### config.mk
export PLATFORM = sky130hd
export DESIGN_NAME = periodic_timer_table
export DESIGN_NICKNAME = d
export VERILOG_FILES = /design/src/hdl/ptt_pkg.sv /design/src/hdl/ptt_slot_ram.sv /design/src/hdl/periodic_timer_table.sv
export SDC_FILE = /design/constraint.sdc
export NUM_CORES = 2
export LEC_CHECK = 0
export ABC_AREA = 1
export BUFFER_PORTS_ARGS = -buffer_cell sky130_fd_sc_hd__clkbuf_2
export CORE_AREA = 2 2 535 537
export DETAILED_ROUTE_END_ITERATION = 6
export DIE_AREA = 0 0 537 539
export PLACE_DENSITY = 0.56
export SLEW_MARGIN = 20
export SYNTH_ARGS = -nofsm -noshare
export SYNTH_HDL_FRONTEND = slang
export SYNTH_SLANG_ARGS = --single-unit
### constraint.sdc
create_clock -name clock -period 31.5 [get_ports clock]
set_input_delay 3.15 -clock clock [delete_from_list [all_inputs] [get_ports clock]]
set_output_delay 3.15 -clock clock [all_outputs]
set_load 0.01 [all_outputs]
### src/hdl/ptt_pkg.sv
// Package for the periodic timer table: slot record, operation and status codes,
// result buffer sizing and the state machine encoding.
// No dependencies.
package ptt_pkg;

   localparam int DEF_SLOTS = 16;
   localparam int MAX_RES   = 16;
   localparam int RES_IDX_W = $clog2(MAX_RES);
   localparam int RES_CNT_W = $clog2(MAX_RES + 1);

   localparam logic [1:0] OP_TICK   = 2'd0;
   localparam logic [1:0] OP_ADD    = 2'd1;
   localparam logic [1:0] OP_CANCEL = 2'd2;
   localparam logic [1:0] OP_CLEAR  = 2'd3;

   localparam logic [2:0] ST_FIRED     = 3'd0;
   localparam logic [2:0] ST_NONE_DUE  = 3'd1;
   localparam logic [2:0] ST_ADDED     = 3'd2;
   localparam logic [2:0] ST_FULL      = 3'd3;
   localparam logic [2:0] ST_CANCELLED = 3'd4;
   localparam logic [2:0] ST_NOT_FOUND = 3'd5;
   localparam logic [2:0] ST_CLEARED   = 3'd6;

   typedef struct packed {
      logic [31:0] deadline;
      logic [15:0] interval;
      logic [7:0]  remaining;
      logic        endless;
      logic [31:0] ident;
      logic [31:0] order;
   } rec_type;

   typedef struct packed {
      logic [2:0]  status;
      logic [31:0] ident;
   } res_type;

   typedef enum logic [3:0] {
      S_IDLE   = 4'b0001,
      S_SCAN   = 4'b0010,
      S_DECIDE = 4'b0100,
      S_OUT    = 4'b1000
   } state_type;

endpackage

### src/hdl/ptt_slot_ram.sv
// Slot record memory of the periodic timer table: one write port, one read port,
// registered read data. Depends on ptt_pkg.
module ptt_slot_ram #(
   parameter int SLOTS = ptt_pkg::DEF_SLOTS,
   parameter int IDX_W = $clog2(SLOTS)
) (
   input  logic             clock,
   input  logic             wr_en,
   input  logic [IDX_W-1:0] wr_addr,
   input  ptt_pkg::rec_type wr_data,
   input  logic             rd_en,
   input  logic [IDX_W-1:0] rd_addr,
   output ptt_pkg::rec_type rd_data
);
   import ptt_pkg::*;

   rec_type mem [SLOTS];
   rec_type rd_data_ff;

   always_ff @(posedge clock) begin
      if (wr_en) begin
         mem[wr_addr] <= wr_data;
      end
      if (rd_en) begin
         rd_data_ff <= mem[rd_addr];
      end
   end

   assign rd_data = rd_data_ff;

endmodule

### src/hdl/periodic_timer_table.sv
// Periodic timer table top level: command stream in, result stream out.
// Depends on ptt_pkg and ptt_slot_ram.
//
//   channel | dir | handshake            | payload
//   req     | in  | req_tvalid/tready    | tuser: operation; tdata: add and cancel fields
//   rsp     | out | rsp_tvalid/tready    | tuser: status; tdata: id, wait, empty; tlast
//
// One command at a time. Every pass sweeps the slot memory, one read per cycle,
// then waits for the last read data, closes the sweep and takes a decide step.
// After the accept cycle a tick takes F + 2 passes for F firings, other commands
// two passes; then the result beats go out in order. Reset is synchronous and
// clears time, ids, order and all valid bits at once; no clearing pass. A
// stalled result beat holds.
module periodic_timer_table #(
   parameter int SLOTS = ptt_pkg::DEF_SLOTS
) (
   input  logic        clock,
   input  logic        reset,
   input  logic        req_tvalid,
   output logic        req_tready,
   input  logic [1:0]  req_tuser,   // [1:0] operation
   input  logic [79:0] req_tdata,   // [15:0] first_delay, [31:16] repeat_interval,
                                    // [39:32] repeat_count, [40] repeat_forever,
                                    // [72:41] target_id, [79:73] zero
   output logic        rsp_tvalid,
   input  logic        rsp_tready,
   output logic [2:0]  rsp_tuser,   // [2:0] status
   output logic [55:0] rsp_tdata,   // [31:0] timer_ident, [47:32] nearest_wait,
                                    // [48] table_empty, [55:49] zero
   output logic        rsp_tlast    // last_result
);
   import ptt_pkg::*;

   localparam int IDX_W = (SLOTS > 1) ? $clog2(SLOTS) : 1;
   localparam int CNT_W = $clog2(SLOTS + 1);

   state_type             state_ff;
   logic [1:0]            op_ff;
   logic [15:0]           delay_ff, ival_ff;
   logic [7:0]            cnt_ff;
   logic                  forever_ff;
   logic [31:0]           target_ff;
   logic [31:0]           time_ff, next_ident_ff, next_order_ff;
   logic [SLOTS-1:0]      valid_ff, fired_ff;
   logic                  final_ff;

   // sweep control
   logic [CNT_W-1:0]      addr_ff;
   logic                  pend_ff;
   logic [IDX_W-1:0]      ridx_ff;

   // sweep findings
   logic                  best_found_ff;
   logic [IDX_W-1:0]      best_idx_ff;
   rec_type               best_rec_ff;
   logic [31:0]           best_kd_ff, best_ko_ff;
   logic                  free_found_ff;
   logic [IDX_W-1:0]      free_idx_ff;
   logic                  any_ff;
   logic                  match_found_ff;
   logic [IDX_W-1:0]      match_idx_ff;

   // result buffer
   logic [RES_CNT_W-1:0]  nres_ff;
   res_type               res_ff [MAX_RES];
   logic [RES_IDX_W-1:0]  out_idx_ff;
   logic [15:0]           wait_ff;
   logic                  empty_ff;

   // memory ports
   logic                  rd_en;
   logic [IDX_W-1:0]      rd_addr;
   rec_type               rd_rec;
   logic                  wr_en;
   logic [IDX_W-1:0]      wr_addr;
   rec_type               wr_data;

   logic                  cand, better;
   logic [31:0]           key_d, key_o;
   logic                  due, fire_ok, add_ok, expire;
   logic [7:0]            rem_dec;
   rec_type               fire_rec, add_rec;
   logic [15:0]           add_delay, add_ival;
   logic [7:0]            add_cnt;
   logic                  out_last;

   ptt_slot_ram #(.SLOTS(SLOTS), .IDX_W(IDX_W)) u_ram (
      .clock   (clock),
      .wr_en   (wr_en),
      .wr_addr (wr_addr),
      .wr_data (wr_data),
      .rd_en   (rd_en),
      .rd_addr (rd_addr),
      .rd_data (rd_rec)
   );

   // Sweep: issue one read per cycle, compare the returning record.
   assign rd_en   = (state_ff == S_SCAN) && (addr_ff < CNT_W'(SLOTS));
   assign rd_addr = addr_ff[IDX_W-1:0];

   // Fired slots drop out only while looking for the next firing of a tick.
   assign cand  = pend_ff && valid_ff[ridx_ff] &&
                  !(!final_ff && (op_ff == OP_TICK) && fired_ff[ridx_ff]);
   assign key_d = rd_rec.deadline - time_ff;
   assign key_o = rd_rec.order - next_order_ff;
   assign better = !best_found_ff || ($signed(key_d) < $signed(best_kd_ff)) ||
                   ((key_d == best_kd_ff) && ($signed(key_o) < $signed(best_ko_ff)));

   // Firing: count down, reschedule unless spent.
   assign due     = (best_kd_ff == 32'd0) || best_kd_ff[31];
   assign rem_dec = best_rec_ff.remaining - 8'd1;
   assign expire  = !best_rec_ff.endless && (rem_dec == 8'd0);
   always_comb begin
      fire_rec           = best_rec_ff;
      fire_rec.deadline  = best_rec_ff.deadline + {16'd0, best_rec_ff.interval};
      fire_rec.order     = next_order_ff;
      fire_rec.remaining = best_rec_ff.endless ? best_rec_ff.remaining : rem_dec;
   end

   // New timer: zero delay, interval or count count as one.
   assign add_delay = (delay_ff == 16'd0) ? 16'd1 : delay_ff;
   assign add_ival  = (ival_ff == 16'd0) ? 16'd1 : ival_ff;
   assign add_cnt   = (cnt_ff == 8'd0) ? 8'd1 : cnt_ff;
   always_comb begin
      add_rec.deadline  = time_ff + {16'd0, add_delay};
      add_rec.interval  = add_ival;
      add_rec.remaining = add_cnt;
      add_rec.endless   = forever_ff;
      add_rec.ident     = next_ident_ff + 32'd1;
      add_rec.order     = next_order_ff;
   end

   assign fire_ok = (state_ff == S_DECIDE) && !final_ff && (op_ff == OP_TICK) &&
                    best_found_ff && due && (nres_ff < RES_CNT_W'(MAX_RES));
   assign add_ok  = (state_ff == S_DECIDE) && !final_ff && (op_ff == OP_ADD) &&
                    free_found_ff;

   always_comb begin
      wr_en   = 1'b0;
      wr_addr = best_idx_ff;
      wr_data = fire_rec;
      if (fire_ok && !expire) begin
         wr_en = 1'b1;
      end else if (add_ok) begin
         wr_en   = 1'b1;
         wr_addr = free_idx_ff;
         wr_data = add_rec;
      end
   end

   always_ff @(posedge clock) begin
      if (reset) begin
         state_ff      <= S_IDLE;
         time_ff       <= '0;
         next_ident_ff <= '0;
         next_order_ff <= '0;
         valid_ff      <= '0;
         fired_ff      <= '0;
         final_ff      <= 1'b0;
         pend_ff       <= 1'b0;
         addr_ff       <= '0;
         nres_ff       <= '0;
         out_idx_ff    <= '0;
      end else begin
         unique case (state_ff)
            S_IDLE: begin
               if (req_tvalid) begin
                  op_ff      <= req_tuser;
                  delay_ff   <= req_tdata[15:0];
                  ival_ff    <= req_tdata[31:16];
                  cnt_ff     <= req_tdata[39:32];
                  forever_ff <= req_tdata[40];
                  target_ff  <= req_tdata[72:41];
                  if (req_tuser == OP_TICK) begin
                     time_ff <= time_ff + 32'd1;
                  end
                  fired_ff       <= '0;
                  nres_ff        <= '0;
                  final_ff       <= 1'b0;
                  addr_ff        <= '0;
                  pend_ff        <= 1'b0;
                  best_found_ff  <= 1'b0;
                  free_found_ff  <= 1'b0;
                  any_ff         <= 1'b0;
                  match_found_ff <= 1'b0;
                  state_ff       <= S_SCAN;
               end
            end
            S_SCAN: begin
               pend_ff <= rd_en;
               if (rd_en) begin
                  addr_ff <= addr_ff + CNT_W'(1);
                  ridx_ff <= addr_ff[IDX_W-1:0];
               end
               if (pend_ff) begin
                  if (valid_ff[ridx_ff]) begin
                     any_ff <= 1'b1;
                     if (!match_found_ff && (rd_rec.ident == target_ff)) begin
                        match_found_ff <= 1'b1;
                        match_idx_ff   <= ridx_ff;
                     end
                  end else if (!free_found_ff) begin
                     free_found_ff <= 1'b1;
                     free_idx_ff   <= ridx_ff;
                  end
                  if (cand && better) begin
                     best_found_ff <= 1'b1;
                     best_idx_ff   <= ridx_ff;
                     best_rec_ff   <= rd_rec;
                     best_kd_ff    <= key_d;
                     best_ko_ff    <= key_o;
                  end
               end
               if (!rd_en && !pend_ff) begin
                  state_ff <= S_DECIDE;
               end
            end
            S_DECIDE: begin
               // restart the sweep unless this was the closing one
               addr_ff        <= '0;
               pend_ff        <= 1'b0;
               best_found_ff  <= 1'b0;
               free_found_ff  <= 1'b0;
               any_ff         <= 1'b0;
               match_found_ff <= 1'b0;
               state_ff       <= S_SCAN;
               final_ff       <= 1'b1;
               if (final_ff) begin
                  empty_ff   <= !best_found_ff;
                  out_idx_ff <= '0;
                  state_ff   <= S_OUT;
                  if (!best_found_ff) begin
                     wait_ff <= 16'hFFFF;
                  end else if (best_kd_ff[31]) begin
                     wait_ff <= 16'd0;
                  end else if (|best_kd_ff[31:16]) begin
                     wait_ff <= 16'hFFFF;
                  end else begin
                     wait_ff <= best_kd_ff[15:0];
                  end
               end else begin
                  unique case (op_ff)
                     OP_TICK: begin
                        if (fire_ok) begin
                           res_ff[nres_ff[RES_IDX_W-1:0]] <= '{ST_FIRED,
                                                              best_rec_ff.ident};
                           nres_ff               <= nres_ff + RES_CNT_W'(1);
                           fired_ff[best_idx_ff] <= 1'b1;
                           final_ff              <= 1'b0;
                           if (expire) begin
                              valid_ff[best_idx_ff] <= 1'b0;
                           end else begin
                              next_order_ff <= next_order_ff + 32'd1;
                           end
                        end else if (nres_ff == '0) begin
                           res_ff[0] <= '{ST_NONE_DUE, 32'd0};
                           nres_ff   <= RES_CNT_W'(1);
                        end
                     end
                     OP_ADD: begin
                        nres_ff <= RES_CNT_W'(1);
                        if (add_ok) begin
                           valid_ff[free_idx_ff] <= 1'b1;
                           next_ident_ff         <= next_ident_ff + 32'd1;
                           next_order_ff         <= next_order_ff + 32'd1;
                           res_ff[0]             <= '{ST_ADDED, add_rec.ident};
                        end else begin
                           res_ff[0] <= '{ST_FULL, 32'd0};
                        end
                     end
                     OP_CANCEL: begin
                        nres_ff <= RES_CNT_W'(1);
                        if (!any_ff) begin
                           res_ff[0] <= '{ST_CANCELLED, 32'd0};
                        end else if (match_found_ff) begin
                           valid_ff[match_idx_ff] <= 1'b0;
                           res_ff[0]              <= '{ST_CANCELLED, 32'd0};
                        end else begin
                           res_ff[0] <= '{ST_NOT_FOUND, 32'd0};
                        end
                     end
                     default: begin
                        nres_ff   <= RES_CNT_W'(1);
                        valid_ff  <= '0;
                        res_ff[0] <= '{ST_CLEARED, 32'd0};
                     end
                  endcase
               end
            end
            S_OUT: begin
               if (rsp_tready) begin
                  if (out_last) begin
                     state_ff <= S_IDLE;
                  end else begin
                     out_idx_ff <= out_idx_ff + RES_IDX_W'(1);
                  end
               end
            end
            default: begin
               state_ff <= S_IDLE;
            end
         endcase
      end
   end

   assign out_last   = ({1'b0, out_idx_ff} + RES_CNT_W'(1)) == nres_ff;
   assign req_tready = (state_ff == S_IDLE);
   assign rsp_tvalid = (state_ff == S_OUT);
   assign rsp_tuser  = res_ff[out_idx_ff].status;
   assign rsp_tdata  = {7'd0, empty_ff, wait_ff, res_ff[out_idx_ff].ident};
   assign rsp_tlast  = out_last;

   a_accept_scans: assert property (@(posedge clock) disable iff (reset)
      (req_tvalid && req_tready) |=> (state_ff == S_SCAN))
      else $error("accepted command did not start a sweep");
   a_res_bound: assert property (@(posedge clock) disable iff (reset)
      nres_ff <= RES_CNT_W'(MAX_RES))
      else $error("result buffer overrun");
   a_out_nonempty: assert property (@(posedge clock) disable iff (reset)
      (state_ff == S_OUT) |-> (nres_ff != '0))
      else $error("result phase with no results");
   a_one_side: assert property (@(posedge clock) disable iff (reset)
      !(req_tready && rsp_tvalid))
      else $error("command taken while results pending");

endmodule

==> impl_summary.log <==
[metrics] number of nets with antenna violations after detailed routing: 0
[metrics] worst setup path class: reg2out
[metrics] via count of the first global-routing pass: 77270
[metrics] Util after Layout: between 50% and 60%
[metrics] per-cell via count in the routed design: between 5 and 6
[metrics] Die W: ~540 microns
[metrics] Max Slew Vio Count: 0
[metrics] most repeated cell in the gate-level netlist after synthesis: edfxtp_1
[metrics] clk sinks: roughly 3000
[metrics] final RePlAce weighted congestion: approximately 0.9
[metrics] remaining design rule violation count: 0
[metrics] IO Pins: about 150
[metrics] worst clock skew on the final layout: roughly 0.069 ns
[metrics] Async S/R FF share, synth: 0%
[metrics] average cell area after synthesis: approximately 13 sq um
[metrics] CTS resizes: 0
[metrics] initial antenna violation count: 8
[metrics] top post-synthesis cells by area: edfxtp_1 (68%), mux2i_1 (3.8%), o21ai_0 (3.7%)
[metrics] VDD IR max: a little over 0.04 mV
[metrics] Yosys warning total: 0
[metrics] clock tree from TritonCTS: built
[metrics] required time at the worst-slack endpoint: between 20 and 30 ns
[metrics] total clock buffers created by CTS: around 320
[metrics] number of maximum-capacitance violations: 0
[metrics] HPWL after detailed placement: between 150000 and 200000 microns
[metrics] share of the yosys chip area belonging to registers: 70.45%
[metrics] core outline area: between 200000 and 300000 sq um
[metrics] clock insertion delay at the later pin of the skew report: just over 0.9 ns
[metrics] status: finished, final reports clean
[metrics] Worst Setup Start Kind: flip-flop
[metrics] hold violation total from the final report: 0
[metrics] synthesized cell area: around 130000 sq um
[metrics] post-DR wirelength/cell: 24.77 microns
[metrics] Post-layout nets: 10180
[metrics] Total Negative Setup Slacks: 0 ns
[metrics] Tmin final: about 7.6 ns
[metrics] hold-fix buffer count after cts: 0
[metrics] GRT Resource Usage Total: a little under a quarter
[metrics] Crit path arrival time: between 4 and 5 ns
[metrics] post-route clock period utilization: between 20% and 30%
[metrics] maximum level of the CTS H-tree: 5
[metrics] Hold Path Stages: 0
[metrics] Iter 0 DRT Violations: approximately 7500
[metrics] commonest cells in the netlist: edfxtp_1 (2882), nor2_1 (1079), nand2_1 (973)
[metrics] gate count after technology mapping: 9825
[metrics] Initial Util: between 40% and 50%
[metrics] maximum number of pins on one net before global-route repair: 209
[metrics] count of vias placed by the detailed router: approximately 80000
[metrics] site row count: 196
[metrics] root cell of the clock tree: clkbuf_16
[metrics] post-synthesis register bit count: between 3000 and 4000
[metrics] first-pass GRT wire length: 507300 microns
[metrics] area added between synthesis and finish: 12.06%
[metrics] Worst Reg-to-Reg Cells: 22
[metrics] cell type with the largest total area after synthesis: edfxtp_1
[metrics] area fraction of the dominant cell type after synthesis: about 68%
[metrics] most instantiated flip-flop cell in the synthesis netlist: edfxtp_1
[metrics] post-CTS setup buffer count: 0
[metrics] setup repair after global routing missed its margin: false
[metrics] tightest slew margin relative to the limit: around 15%
[metrics] clock slew seen by the registers of the worst setup and hold paths: ~0.060 ns
[metrics] count of input and output buffers: between 100 and 150
[metrics] post-synth cell types: between 60 and 70
[metrics] WL final: between 300000 and 400000 microns
[metrics] layout cells sized above 1: roughly 8.9%
[metrics] die footprint: between 200000 and 300000 sq um
[metrics] total power per unit cell area: approximately 60 nW/um^2
[metrics] first-pass iteration count of the detailed router: 6
[metrics] Slew @ Worst Pin: approximately 1.3 ns
[metrics] vertical die dimension: ~540 microns
[metrics] class of the worst hold path: reg2reg
[metrics] CP max FO: between 70 and 80
[metrics] maximum clock frequency: between 0.1 and 0.15 GHz
[metrics] overall overflow remaining after global route: 0
[metrics] Max clock buf depth: 4
[metrics] Final Setup Violations: 0
[metrics] Critical Path Sink Type: primary output
[metrics] Post-synth EDFFs: around 2900
[metrics] Leak Pwr: 0.04628 uW
## worst max-delay path, stage by stage (launching register included)
cell and delay, ns:
dfxtp_4 0.93, buf_4 0.78, buf_4 0.73, a21oi_1 0.13, o21ai_0 0.11, o21ai_0 0.11
o211ai_1 0.25, nand2_1 0.24, clkbuf_2 0.19
## metrics by stage
stage          hold slack (ns)  instance area, sq um  std cells  total power (uW)  setup slack, ns
2_1_floorplan           0.4003                127200       9831              4859            20.66
3_3_place_gp            0.4017                132200      13360              5002            24.53
3_5_place_dp            0.4065                132200      13360              5009            24.58
4_1_cts                 0.4049                142400      13930              8700            23.84
5_1_grt                 0.4138                142500      13930              8906            23.61
6_report                0.4179                142500      13930              8631            23.90
## cell type report
type | instances | area, sq um
Multi-Input combinational cell | 5638 | 33400
Inverter | 595 | 2262
Antenna cell | 3 | 7.507
Sequential cell | 3034 | 89610
Tap cell | 3762 | 4707
Clock buffer | 404 | 8635
Fill cell | 24210 | 141500
Clock inverter | 165 | 1627
Timing Repair Buffer | 331 | 2253
## layer usage
layer  GRT usage (%)  vias up  share of wire, %
met1           34.17    40550                45
met4           4.481        0               1.7
met5               0        -                 0
met3           3.012      422               6.2
li1                -    36650                 -
met2           37.42     2612                47
## where the power goes
group | internal (uW) | switching, uW
Sequential | 4400 | 39.9
Combinational | 154 | 325
Clock | 2140 | 1570
Total | 6700 | 1930
## placed cells by master, fill, tap and decap left out, types with 29 or more instances in the layout
master and instances:
inv_1 576, a21oi_1 406, o211ai_1 275, nand4_1 55
xor2_1 155, ha_1 166, nor3_1 135, nand3_1 258
xnor2_1 42, mux2i_1 476, clkbuf_1 63, clkinv_2 60
dfxtp_1 144, o21ai_0 896, clkinv_1 56, buf_4 190
edfxtp_1 2882, o32ai_1 120, nor4_1 36, o22ai_1 32
clkbuf_16 329, o221ai_1 338, nand2_1 973, nor2_4 35
nor2_1 1046, clkbuf_2 132, o21ai_1 29
## flip-flops by register name, summed over array words and instances (netlist names), 5 cells and up, named ones only
name / flops
wait_ff: 16
fired_ff: 16
next_ident_ff: 32
valid_ff: 16
u_ram.mem: 1936
ival_ff: 16
delay_ff: 16
res_ff: 560
addr_ff: 5
best_kd_ff: 32
next_order_ff: 32
nres_ff: 5
time_ff: 32
cnt_ff: 8
u_ram.rd_data: 121
best_ko_ff: 32
target_ff: 32
best_rec_ff: 89
## cell families (layout without fill, tap and decap cells)
group	after synthesis	in the layout	synth area share, %
other cells	1	10	0.002949
buf+inv	1159	1495	3.579
xor+xnor	197	197	1.357
fa+ha+maj	170	170	1.696
flops	3034	3034	70.45
compound gates	2202	2202	10.77
mux	477	477	3.755
simple gates	2585	2585	8.389
## final timing paths
check / start / end / slack [ns]
worst min-delay path: u_ram.rd_data[84] / best_rec_ff[84] / 0.42
worst max-delay path: flip-flop / rsp_tdata[11] / 23.90
worst min register to register: u_ram.rd_data[84] / best_rec_ff[84] / 0.42
worst max register to register: time_ff[1] / best_rec_ff[119] / 24.53
Power figures use the tool's default switching activity.
